File: config.mk
export PLATFORM = sky130hd
export DESIGN_NAME = uvs_div
export DESIGN_NICKNAME = d
export VERILOG_FILES = /design/src/hw/rtl/uvs_pkg.sv /design/src/hw/rtl/uvs_div.sv
export SDC_FILE = /design/constraint.sdc
export NUM_CORES = 1
export LEC_CHECK = 0
export BUFFER_PORTS_ARGS = -buffer_cell sky130_fd_sc_hd__buf_2
export CORE_UTILIZATION = 68
export CTS_BUF_LIST = sky130_fd_sc_hd__clkbuf_16
export DETAILED_ROUTE_END_ITERATION = 10
export PLACE_DENSITY = 0.89
export SYNTH_ARGS = -nofsm -noshare
export SYNTH_HDL_FRONTEND = slang
export SYNTH_SLANG_ARGS = --single-unit
File: constraint.sdc
create_clock -name clk -period 9.75 [get_ports clk]
set_input_delay 0.4875 -clock clk [delete_from_list [all_inputs] [get_ports clk]]
set_output_delay 0.4875 -clock clk [all_outputs]
set_load 0.02 [all_outputs]
File: src/hw/rtl/uvs_pkg.sv
// ----------------------------------------------------------------------------
// uvs_pkg
// Shared widths, constants and helper functions for the UV sphere vertex
// generator and its divider and CORDIC pipelines.
// ----------------------------------------------------------------------------
`default_nettype none

package uvs_pkg;

  localparam int GRID_BITS       = 10;
  localparam int COORD_FRAC_BITS = 8;
  localparam int RADIUS_W        = 16;
  localparam int POS_W           = 17;
  localparam int TEX_W           = 16;
  localparam int CORNER_W        = 2 * GRID_BITS + 1;

  // Angles are in units of 2^-16 turn.
  localparam int ANGLE_W   = 16;
  localparam int DIV_STEPS = ANGLE_W + 1;
  localparam int NUM_W     = GRID_BITS + DIV_STEPS;

  localparam int TRIG_W        = 32;
  localparam int TRIG_ONE_BITS = 30;
  localparam int ZW            = ANGLE_W + 2;
  localparam int CORDIC_STEPS  = 14;
  localparam int CORDIC_LAT    = CORDIC_STEPS + 2;

  localparam int PROD_W = 50;

  localparam logic signed [TRIG_W-1:0] CORDIC_GAIN_INV = 32'sh26DD3B6A;
  localparam logic signed [ZW-1:0]     QUARTER_TURN    = ZW'(1 << (ANGLE_W - 2));
  localparam logic signed [ZW-1:0]     HALF_TURN       = ZW'(1 << (ANGLE_W - 1));

  localparam logic [RADIUS_W-1:0]  RADIUS_RESET = RADIUS_W'(1 << COORD_FRAC_BITS);
  localparam logic [GRID_BITS-1:0] RING_RESET   = GRID_BITS'(16);
  localparam logic [GRID_BITS-1:0] SECTOR_RESET = GRID_BITS'(32);
  localparam logic [TEX_W:0]       TEX_QUARTER  = (TEX_W + 1)'(1 << (TEX_W - 2));
  localparam int                   POS_LIMIT    = 65535;

  typedef enum logic [1:0] {
    REG_RADIUS       = 2'd0,
    REG_RING_COUNT   = 2'd1,
    REG_SECTOR_COUNT = 2'd2
  } cfg_reg_e;

  typedef struct packed {
    logic                in_range;
    logic                quad;
    logic [CORNER_W-1:0] corner_this;
    logic [TEX_W-1:0]    tex_u;
    logic [TEX_W-1:0]    tex_v;
  } side_t;

  // Arctangent of 2^-i in 2^-16 turn units.
  function automatic logic signed [ZW-1:0] atan_turn(input int i);
    logic signed [ZW-1:0] a;
    case (i)
      0:       a = ZW'(8192);
      1:       a = ZW'(4836);
      2:       a = ZW'(2555);
      3:       a = ZW'(1297);
      4:       a = ZW'(651);
      5:       a = ZW'(326);
      6:       a = ZW'(163);
      7:       a = ZW'(81);
      8:       a = ZW'(41);
      9:       a = ZW'(20);
      10:      a = ZW'(10);
      11:      a = ZW'(5);
      12:      a = ZW'(3);
      13:      a = ZW'(1);
      default: a = '0;
    endcase
    return a;
  endfunction

  // Round half up by 2^30, then clamp to the coordinate range.
  function automatic logic signed [POS_W-1:0] round_sat(input logic signed [PROD_W-1:0] p);
    logic signed [PROD_W-1:0] r;
    r = (p + (PROD_W'(1) <<< (TRIG_ONE_BITS - 1))) >>> TRIG_ONE_BITS;
    if (r > PROD_W'(POS_LIMIT)) begin
      r = PROD_W'(POS_LIMIT);
    end else if (r < -PROD_W'(POS_LIMIT)) begin
      r = -PROD_W'(POS_LIMIT);
    end
    return r[POS_W-1:0];
  endfunction

endpackage

`default_nettype wire

File: src/hw/rtl/uvs_div.sv
// ----------------------------------------------------------------------------
// uvs_div
// Pipelined restoring divider, one quotient bit per stage. The upper part of
// the numerator must already be below the divisor.
// ----------------------------------------------------------------------------
`default_nettype none

module uvs_div
  import uvs_pkg::*;
(
  input  wire logic                 clk,
  input  wire logic                 en,
  input  wire logic [GRID_BITS-1:0] divisor,
  input  wire logic [NUM_W-1:0]     numer,
  output logic      [DIV_STEPS-1:0] quot
);

  logic [GRID_BITS-1:0] rem_q [DIV_STEPS-1];
  logic [DIV_STEPS-1:0] low_q [DIV_STEPS];

  for (genvar i = 0; i < DIV_STEPS; i++) begin : g_step
    logic [GRID_BITS-1:0] rem_in;
    logic [DIV_STEPS-1:0] low_in;
    logic [GRID_BITS:0]   trial;
    logic                 take;

    if (i == 0) begin : g_first
      assign rem_in = numer[NUM_W-1:DIV_STEPS];
      assign low_in = numer[DIV_STEPS-1:0];
    end else begin : g_next
      assign rem_in = rem_q[i-1];
      assign low_in = low_q[i-1];
    end

    assign trial = {rem_in, low_in[DIV_STEPS-1]};
    assign take  = trial >= {1'b0, divisor};

    // Numerator bits shift out at the top while quotient bits shift in below.
    always_ff @(posedge clk) begin
      if (en) begin
        low_q[i] <= {low_in[DIV_STEPS-2:0], take};
      end
    end

    if (i < DIV_STEPS - 1) begin : g_rem
      always_ff @(posedge clk) begin
        if (en) begin
          rem_q[i] <= take ? GRID_BITS'(trial - {1'b0, divisor}) : trial[GRID_BITS-1:0];
        end
      end
    end
  end

  assign quot = low_q[DIV_STEPS-1];

endmodule

`default_nettype wire

==> reports/results.md <==
* 0 ns — final setup TNS
* numer[6] — HP Start
* 0.394 — combinational power share
* 0.391 — portion of total power attributed to sequential cells
* 0.2656 — GRT Overall Usage
* 3.273 ns — minimum clock period
* 1628 — Gate Count Post-Synth
* 0 — number of diodes
* low_q[0][7]$_DFFE_PP_ — endpoint with the worst hold slack
* 0.002630 W — switching power
* 17 — worst-path maximum fanout
* 0.81 ns — Largest stage delay, worst path
* 0.6930 — initial core utilization
* 0 — Yosys warning count
* 10.30% — area added between synthesis and finish
* 1.230 ns — transition time at the pin with the least slew margin
* 0 — GR Overflow Total
* no — RSZ-0062 raised after global routing
* compound AO/OA/AOI/OAI gates — crit-path leading delay family
* 7.07 ns — register-to-register setup slack
* 0.1104 — fraction of final layout cells sized beyond drive strength 1
* 0 — Final Max Slew Viols
* 0.7644 — core utilization of the finished layout
* 0.3356 — share of the cycle needed by the critical path after routing
* 13880 — via count
* 3 — buffers from clock root to sink, at most
* 449 — EDFF count, synth
* 32620 sq um — Std-Cell Core Area
* register — critical path endpoint category
* 0 — number of setup buffers added after CTS
* 1957 — number of nets in the final layout
* 55 — Port-buffer cells
* 0.215 — fraction of power consumed by the clock network
* 1 — WHS Path Cells
* 26990 um — half-perimeter wire length after placement
* 313.7 nW/um^2 — power per standard cell area
* sky130_fd_sc_hd__inv_1 — crit path max-delay cell type
* 0 — number of remaining DRC errors
* 2208 — final instance count without filler cells
* 0.9015 — gpl congestion
* 0.3362 — Sw Share
* 43550 um — overall routed net length
* 13.88 sq um — synthesized area per cell
* in -> reg — type of the worst min-delay path
* sky130_fd_sc_hd__edfxtp_1 — commonest register cell after synthesis
* 2 — H-tree depth reported by CTS
* 0 — proportion of synthesized flip-flops having asynchronous set or reset
* 184.3 um — horizontal die dimension
* 6.286 — average vias per placed instance
* 1853 — post-synth net total
* 0.06 ns — clock-pin slew of the registers on the worst-case setup and hold paths
* 184.3 um — die boundary height
* 449 — number of synthesized register bits
* 190 — largest net degree at the start of global routing
* 56 — number of placed I/O pins
* 0.5965 — Seq/Total Area, Yosys
* finished, final reports clean — outcome
* 24930 sq um — final standard cell area without fillers
* 188.0 uV — maximum VDD drop
* 0 — count of nets left with antenna violations after detail routing
* 70410 um — wire length of the first global-routing pass
* primary input — type of origin of the critical path
* 10.05 ns — CP Data Required Time
* 44 — number of buffers created by CTS
* 0 — number of gates given a new drive strength after cts
* 0.007820 W — total power of the final layout
* rem_q[0][29]$_DFFE_PP_ — worst r2r dst
* 0.01907 ns — Worst Skew
* rem_q[0][11]$_DFFE_PP_ — critical register-to-register path startpoint
* 7 — cell depth of the worst flop-to-flop path
* 1379 — DRT iter0 DRCs
* done — clock tree from TritonCTS
* 9.563 nW — Pleak
* 14226 — number of global-route vias before repair
* 2 — number of buffers and inverters on the critical path
* 6 — 1st-pass router iterations
* 23490 sq um — Cell Area, Placed
* 19.72 um — wire per inst
* 66 — total number of placement rows
* 2128 — cell total after placement
* 449 — clock sink total
* 22600 sq um — area of the mapped netlist
* sky130_fd_sc_hd__clkbuf_16 — CTS root buffer
* 0 — hold buffer count at cts
* 0 — Hold Violations, Final
* 0.1789 — Rel. slew slack
* 0 — Setup Viol. Count Final
* 33970 sq um — total die area
* 305.6 MHz — achievable clock frequency
* in -> reg — Setup CP Type
* buf_2 -> inv_1 -> ha_1 -> o21a_1 -> o31a_1 -> o32ai_2 -> o31ai_2 -> mux2_2 — chain of cells forming the critical path
* 0 — maximum capacitance violations
* 3.57 ns — signal arrival time at the worst endpoint
* 52 — unique cell type count in the Yosys netlist
* 0.005191 W — Internal
* 0.55 ns — clk_lat worst skew
* 0 — number of antenna violations at the first check in global routing
metal layers:
layer	GRT usage	share of wire
met5	0	0
met4	0.1123	0.040
met3	0.05039	0.071
met2	0.4439	0.49
met1	0.3408	0.40
registers in the layout (all words and copies together), names as in the netlist:
| register | flops |
|---|---|
| rem_q | 160 |
| low_q | 289 |
how the worst max path moves through the flow:
stage                           from                     end  slack, ns  cells after the start
after floorplan           divisor[1]   rem_q[0][5]$_DFFE_PP_       6.33                      8
after global placement    divisor[2]   rem_q[0][3]$_DFFE_PP_       6.21                      8
after detailed placement  divisor[2]  rem_q[0][29]$_DFFE_PP_       6.08                      9
after CTS                 divisor[2]   rem_q[0][3]$_DFFE_PP_       6.53                      8
after global routing      divisor[2]   rem_q[0][1]$_DFFE_PP_       6.36                      8
final                     divisor[2]   rem_q[0][3]$_DFFE_PP_       6.48                      8
cells in the mapped netlist, types with 6 or more instances:
master | number | area [sq um]
sky130_fd_sc_hd__edfxtp_1 | 449 | 13480
sky130_fd_sc_hd__ha_1 | 170 | 2127
sky130_fd_sc_hd__a21oi_1 | 130 | 650.6
sky130_fd_sc_hd__nor2_1 | 89 | 334.1
sky130_fd_sc_hd__mux2_1 | 85 | 957.2
sky130_fd_sc_hd__inv_1 | 83 | 311.6
sky130_fd_sc_hd__nand2_1 | 71 | 266.5
sky130_fd_sc_hd__o21ai_0 | 67 | 335.3
sky130_fd_sc_hd__a21o_1 | 49 | 367.9
sky130_fd_sc_hd__xnor2_1 | 47 | 411.6
sky130_fd_sc_hd__xor2_1 | 40 | 350.3
sky130_fd_sc_hd__mux2_2 | 39 | 439.2
sky130_fd_sc_hd__o21a_1 | 35 | 262.8
sky130_fd_sc_hd__a211oi_1 | 32 | 240.2
sky130_fd_sc_hd__nand2b_1 | 29 | 181.4
sky130_fd_sc_hd__fa_1 | 16 | 320.3
sky130_fd_sc_hd__a211o_1 | 15 | 131.4
sky130_fd_sc_hd__mux2i_1 | 15 | 150.1
sky130_fd_sc_hd__o21bai_1 | 15 | 112.6
sky130_fd_sc_hd__nand3_1 | 14 | 70.07
sky130_fd_sc_hd__o31ai_1 | 13 | 97.59
sky130_fd_sc_hd__a31oi_1 | 12 | 75.07
sky130_fd_sc_hd__o2111ai_1 | 10 | 87.58
sky130_fd_sc_hd__o21ai_1 | 10 | 50.05
sky130_fd_sc_hd__o311ai_0 | 9 | 78.83
sky130_fd_sc_hd__o41ai_1 | 9 | 78.83
sky130_fd_sc_hd__mux2_4 | 8 | 120.1
sky130_fd_sc_hd__nand4_1 | 8 | 50.05
sky130_fd_sc_hd__nor2_2 | 8 | 50.05
sky130_fd_sc_hd__buf_2 | 7 | 35.03
sky130_fd_sc_hd__nor3_1 | 6 | 30.03
sky130_fd_sc_hd__or3_1 | 6 | 37.54
through the flow:
step,hold WS (ns),setup WS [ns]
6_report,0.1140,6.478
3_5_place_dp,0.4045,6.079
3_3_place_gp,0.4002,6.207
2_1_floorplan,0.4003,6.328
5_1_grt,0.09897,6.360
4_1_cts,0.09388,6.530
power groups by stage:
stage	Combinational (W)	Sequential (W)	Clock (W)
after global placement	0.00282	0.00306	0
after detailed placement	0.00298	0.00307	0
after floorplan	0.00237	0.00297	0
final	0.00308	0.00305	0.00168
after CTS	0.00305	0.00305	0.00171
after global routing	0.00339	0.00309	0.00178
cell type report:
class                   instances  area (sq um)
flip-flops and latches        449         13480
multi-input cells            1088          8763
fillers                      1870          7686
clock buffers                  45          1126
well taps                     442         553.0
repair buffers                 66         380.4
clock inverters                35         315.3
inverters                      83         311.5
placed cells by master (no fill, tap or decap), drive strengths merged, types with 15 or more instances in the layout:
| master | instances |
|---|---|
| a211o | 15 |
| fa | 16 |
| ha | 170 |
| nand2 | 71 |
| o21a | 35 |
| mux2 | 132 |
| clkinv | 20 |
| a211oi | 32 |
| a21o | 50 |
| inv | 92 |
| o21ai | 79 |
| edfxtp | 449 |
| clkbuf | 45 |
| xor2 | 40 |
| nor2 | 97 |
| mux2i | 15 |
| xnor2 | 47 |
| o21bai | 15 |
| a21oi | 131 |
| nand2b | 29 |
| buf | 66 |
kinds of logic after synthesis:
kind of cell             after synthesis  synth area share
flip-flops                           449            0.5965
AO/OA/AOI/OAI                        425            0.1224
AND/OR/NAND/NOR                      243           0.04960
adder cells (fa/ha/maj)              186            0.1083
multiplexers                         147           0.07373
buffers and inverters                 91           0.01583
XOR/XNOR                              87           0.03371
No activity file was read; power rests on OpenSTA's default activity.
